**src/sv/fsm_transition_hash_table_defines.svh**
```systemverilog
// Assertion macros for the transition hash table.
// Used by the top level only; depends on nothing else.
`ifndef FSM_TRANSITION_HASH_TABLE_DEFINES_SVH
`define FSM_TRANSITION_HASH_TABLE_DEFINES_SVH

// Implication checked on every clock edge outside reset.
`define FTH_ASSERT_IMP(label, ante, cons, msg) \
    label: assert property (@(posedge clk) disable iff (!rst_n) (ante) |-> (cons)) \
        else $error(msg);

// Next-cycle implication checked outside reset.
`define FTH_ASSERT_NXT(label, ante, cons, msg) \
    label: assert property (@(posedge clk) disable iff (!rst_n) (ante) |=> (cons)) \
        else $error(msg);

`endif

```
**src/sv/fth_pkg.sv**
```systemverilog
// Package for the transition hash table: widths, types, sequencer states.
// Used by every module of the block.
package fth_pkg;

    localparam int MaxBuckets   = 16;
    localparam int NodeCapacity = 256;
    localparam int KeyW         = 31;
    localparam int StateW       = 10;
    localparam int NodeW        = $clog2(NodeCapacity);
    localparam int BucketW      = $clog2(MaxBuckets);
    localparam int LinkW        = NodeW + 1;
    localparam int UsedW        = NodeW + 1;
    localparam int CountW       = 5;
    localparam int ResultW      = 11;
    localparam int RemW         = CountW;

    localparam logic [LinkW-1:0]   NullLink    = {LinkW{1'b1}};
    localparam logic [CountW-1:0]  CountReset  = CountW'(11);
    localparam logic [ResultW-1:0] ResultMiss  = {ResultW{1'b1}};
    localparam logic [7:0]         AddrBucket  = 8'h00;

    localparam logic FuncLookup = 1'b0;
    localparam logic FuncInsert = 1'b1;

    typedef enum logic [2:0] {
        ST_IDLE,
        ST_MOD,
        ST_HEAD,
        ST_READ,
        ST_CMP,
        ST_WRITE,
        ST_OUT
    } seq_state_t;

    // Control from the sequencer to the remainder unit.
    typedef struct packed {
        logic             start;
        logic [KeyW-1:0]  key;
        logic [CountW-1:0] divisor;
    } mod_req_t;

    typedef struct packed {
        logic             done;
        logic [RemW-1:0]  rem;
    } mod_rsp_t;

endpackage

```
**src/sv/fth_mod_unit.sv**
```systemverilog
// Bit-serial remainder unit: key mod divisor, one key bit per cycle.
// Depends on fth_pkg.
module fth_mod_unit (
    input  logic              clk,
    input  logic              rst_n,
    input  fth_pkg::mod_req_t req,
    output fth_pkg::mod_rsp_t rsp
);
    import fth_pkg::*;

    localparam int CntW = $clog2(KeyW + 1);

    logic              busy_reg, busy_next;
    logic [CntW-1:0]   cnt_reg, cnt_next;
    logic [KeyW-1:0]   key_reg, key_next;
    logic [RemW-1:0]   rem_reg, rem_next;
    logic [CountW-1:0] div_reg, div_next;
    logic              done_reg, done_next;
    logic [RemW:0]     shifted;

    always_comb
    begin
        busy_next = busy_reg;
        cnt_next  = cnt_reg;
        key_next  = key_reg;
        rem_next  = rem_reg;
        div_next  = div_reg;
        done_next = 1'b0;
        shifted   = {rem_reg, key_reg[KeyW-1]};
        if (req.start)
        begin
            busy_next = 1'b1;
            cnt_next  = CntW'(KeyW);
            key_next  = req.key;
            rem_next  = '0;
            div_next  = req.divisor;
        end
        else if (busy_reg)
        begin
            // remainder stays below divisor, so one compare and subtract
            if (shifted >= {1'b0, div_reg})
                rem_next = RemW'(shifted - {1'b0, div_reg});
            else
                rem_next = RemW'(shifted);
            key_next = {key_reg[KeyW-2:0], 1'b0};
            cnt_next = cnt_reg - 1'b1;
            if (cnt_reg == CntW'(1))
            begin
                busy_next = 1'b0;
                done_next = 1'b1;
            end
        end
    end

    always_ff @(posedge clk or negedge rst_n)
    begin
        if (!rst_n)
        begin
            busy_reg <= 1'b0;
            done_reg <= 1'b0;
            cnt_reg  <= '0;
        end
        else
        begin
            busy_reg <= busy_next;
            done_reg <= done_next;
            cnt_reg  <= cnt_next;
        end
    end

    always_ff @(posedge clk)
    begin
        key_reg <= key_next;
        rem_reg <= rem_next;
        div_reg <= div_next;
    end

    assign rsp.done = done_reg;
    assign rsp.rem  = rem_reg;

endmodule

```
**config.mk**
```make
export PLATFORM = sky130hd
export DESIGN_NAME = fth_mod_unit
export DESIGN_NICKNAME = d
export VERILOG_FILES = /design/src/sv/fsm_transition_hash_table_defines.svh /design/src/sv/fth_pkg.sv /design/src/sv/fth_mod_unit.sv
export SDC_FILE = /design/constraint.sdc
export NUM_CORES = 1
export LEC_CHECK = 0
export BUFFER_PORTS_ARGS = -buffer_cell sky130_fd_sc_hd__buf_2
export CAP_MARGIN = 15
export CORE_AREA = 2 2 74 76
export CTS_BUF_LIST = sky130_fd_sc_hd__clkbuf_16
export CTS_CLUSTER_SIZE = 40
export DETAILED_ROUTE_END_ITERATION = 8
export DIE_AREA = 0 0 76 78
export PLACE_DENSITY = 0.78
export SLEW_MARGIN = 20
export SYNTH_ARGS = -nofsm -noshare
export SYNTH_HDL_FRONTEND = slang
export SYNTH_SLANG_ARGS = --single-unit
```
**constraint.sdc**
```tcl
create_clock -name clk -period 5.5 [get_ports clk]
set_input_delay 0.825 -clock clk [delete_from_list [all_inputs] [get_ports clk]]
set_output_delay 0.825 -clock clk [all_outputs]
set_load 0.005 [all_outputs]
```
Yosys cells after proc, flatten, opt, wreduce, memory -nomap -nowiden
Index checks and enable logic that the tools add are counted.
{ "classes": {"n_addsub": 2, "magnitude_cmp": 1, "eq_ne": 1, "n_mux": 11, "n_reduce_logical": 1} }
{ "op_table": {"columns": ["op", "n"], "rows": [
  ["$mux W31", 2],
  ["$mux W5", 3],
  ["$ge A6 B5 Y1", 1],
  ["$mux W1", 6],
  ["$eq A5 B1 Y1 const B", 1],
  ["$sub A5 B1 Y5 const B", 1],
  ["$sub A5 B5 Y5", 1],
  ["$reduce_bool A2 Y1", 1]
]} }
{ "word_totals": {"ff_bits": 48, "inputBits": 39, "out_inout_bits": 6, "elab_cells": 22} }

Depth between registers and ports, before layout
{ "depth": {"word_depth": 4, "mapped_depth": 8, "mapped_depth_nobuf": 8} }

Worst setup path after synthesis
OpenSTA, ideal clock, no wires.
{ "synth_timing": {"path_kind": "input port to flip-flop", "start": "in req[36] (netlist name)", "end": "reg key_reg[0], enable pin", "setup_ns": 0.386, "t_arrival_ns": 1.704, "t_required_ns": 5.114, "path_slack_ns": 3.410, "stages": 3, "n_path_buf": 1, "path_cell_list": "clkbuf_1 nor2_1 inv_1"} }
{ "synth_between": {"elab_chain_cells": 1} }
{ "synth_lines": {"columns": ["element", "line_no", "rtl"], "rows": [
  ["start: declaration", "fth_mod_unit.sv:6", "input fth_pkg::mod_req_t req,"],
  ["$reduce_bool A2 Y1 (no source line)", null, null],
  ["end signal: assignment", "fth_mod_unit.sv:73", "key_reg <= key_next;"],
  ["end: declaration", "fth_mod_unit.sv:15", "logic [KeyW-1:0] key_reg, key_next;"]
]} }
No other way between the ends.
A chain may end at the register's enable or synchronous reset.

Worst setup path after layout
{ "layout_timing": {"start": "in req[36] (netlist name)", "end": "reg key_reg[23], enable pin"} }
The elaborated chain is that of the path after synthesis.

==> results.md <==
* Power Total at between 1 and 1.5 mW
* Reg clk slew, reported paths at 0.07 ns
* Top-area cell type share of the netlist area at 0.482
* DRC Markers at 0
* Max stage delay on crit path at between 0.6 and 0.7 ns
* Vias at 1295
* Commonest register cell after synthesis: edfxtp_1
* Count leader, synth: edfxtp_1
* Worst Skew at about 0.0058 ns
* Gr usage total at 0.134
* Largest net degree at the start of global routing at 48
* Sequential Area at between 1000 and 1500 µm²
* Worst path slowest cell: buf_2
* Clk buf depth at 2
* CTS Hold Bufs at 0
* Setup CP Type: in -> reg
* Post-Route WL at 3.70 mm
* Net Count, Synth at 200
* Max reg flops at 31
* Status: complete, no violations
* Synth Instances at roughly 150
* FFs w/ async S/R, synth at 0.146
* Worst Tran Pin Value at just over 0.9 ns
* Tmin final at about 2.4 ns
* CTS tree: yes
* Hold crit path type: in -> async
* CP required at 5.42 ns
* Fin nets at 244
* # resized after CTS at 0
* CTS sink cnt at between 40 and 50
* Io pins at 45
* Die area at about 6000 µm²
* Total congestion overflow at 0
* Setup Total Neg Slack at 0 ns
* P&R area growth vs syn at 19.8%
* Post-CTS Setup Bufs at 0
* Core area at between 5000 and 6000 µm²
* Die width at 76 µm
* Row count at 26
* Mapped Area at roughly 2200 µm²
* Drt pass-1 iters at 4
* First-pass GRT wire length at 6.21 mm
* Cell area after placement at about 2500 µm²
* Initial Utilization at 0.445
* Final instance area at ~2700 µm²
* Crit path launch type: input pin
* I/O Buffers at 44
* Pins Over Slew Limit at 0
* Final Hold Viols at 0
* Crit path DAT at about 2.3 ns
* Cts bufs inserted at 5
* Tcrit/Tclk final at 0.432
* Sequential fraction of the synthesis area at 0.605
* Final hold slack at around 0.36 ns
* ANT cells at 0
* Met3 Resource Use GR at 0.0407
* Netlist cell types at 33
* Via-to-Cell Ratio at between 4 and 5
* GR Util met2 at 0.208
* VDD IR max at 0.000176 V
* Count of buffer and inverter cells on the critical path at 2
* Unrepaired setup endpoints after global routing: no
* Crit path max-delay family: buffers and inverters
* YS warnings at 0
* Worst Setup End Kind: flop
* Fillers at 432
* Share of layout cells above drive strength 1 at 0.460
* Clock latency on the worst-skew pair at around 0.29 ns
* Iter 0 DRT Violations at 49
* Initial antenna violation count at 0
* Die height at roughly 78 µm
* Dpl ws at 2.43 ns
* Number of max-cap violations at 0
* Routed WL per cell at 13.8 µm
* Syn avg cell area at 14.7 µm²
* Htree depth at 2
* Largest cells by area after synthesis: edfxtp_1 (48%), mux2_2 (15%), dfrtp_1 (7.8%)
* Critical-path cell list: buf_2 > nor2_1 > inv_2
* GRT busiest layer: met2
* Synth cell count leaders: edfxtp_1 (36), mux2_2 (30), inv_1 (10), nand2_1 (8)
* CTS Root Cell: clkbuf_16
* Final setup margin at 3.12 ns
* Met1 global-route usage at 0.177
* Max Clk Rate at 0.421 GHz
* Number of synthesized flops with an enable pin at 36
* P_leak at ~1.1 nW
* Finish-stage setup viols at 0
* CP Max Fanout at 47
* Final ANT Viol Nets at 0
* Slew headroom at 0.379
* Gp weighted congestion at roughly 0.75
* Multi-input combinational cell area at approximately 800 µm²
* Seq cells post-synth at 48
* Yosys top cell by area: edfxtp_1
* Post-DP HPWL at between 2 and 3 mm
* Vias in the first global route at 1359
* PwrDens at between 300 and 400 nW/µm²
==> through the flow <==
| step | instances | utilization |
|---|---|---|
| after floorplan | 153 | - |
| after global placement | 260 | 0.499 |
| after detailed placement | 260 | 0.499 |
| after CTS | 268 | 0.533 |
| after global routing | 268 | 0.533 |
| final | 268 | 0.533 |
==> worst paths after layout <==
kind                              from     endpoint  slack (ns)  cells past startpoint
max                            req[36]  key_reg[23]        3.12                      3
min                              rst_n   cnt_reg[1]        0.36                      1
max reg2reg                key_reg[30]   rem_reg[0]        3.46                      8
min reg2reg                key_reg[28]  key_reg[29]        0.54                      1
max in group asynchronous        rst_n     done_reg        4.99                      1
min in group clk           key_reg[28]  key_reg[29]        0.54                      1
==> report_power, final <==
group | internal, mW | switching [mW]
clock | 0.216 | 0.133
combinational | 0.112 | 0.103
sequential | 0.436 | 0.0267
total | 0.764 | 0.262
==> kinds of logic (layout without fill, tap and decap cells) <==
family,count (synthesis),count (layout),share of synthesized area
flops,48,48,0.605
mux,33,33,0.166
compound gates,13,13,0.0574
buf+inv,17,62,0.0318
fa+ha+maj,8,8,0.0480
simple gates,27,27,0.0647
xor+xnor,7,7,0.0273
==> area by class of cell <==
cell class | count | area share
Clock buffer | 5 | 0.0466
Clock inverter | 3 | 0.0168
Inverter | 10 | 0.0140
Multi-Input combinational cell | 88 | 0.304
Sequential cell | 48 | 0.505
Tap cell | 70 | 0.0326
Timing Repair Buffer | 44 | 0.0819
==> per-layer routing <==
layer / vias up / wire length (µm)
met5: - / 0
met4: 0 / 56
met3: 5 / 188
met2: 37 / 1660
met1: 613 / 1790
li1: 640 / -
==> layout by cell type (no fill, tap or decap), types with 6 or more instances in the layout <==
master,Yosys,routed
dfrtp_1,7,7
inv_1,10,9
nand2b_1,6,6
buf_2,3,44
edfxtp_1,36,36
nand2_1,8,8
mux2_2,30,30
ha_1,7,7
Power figures use the tool's default switching activity.
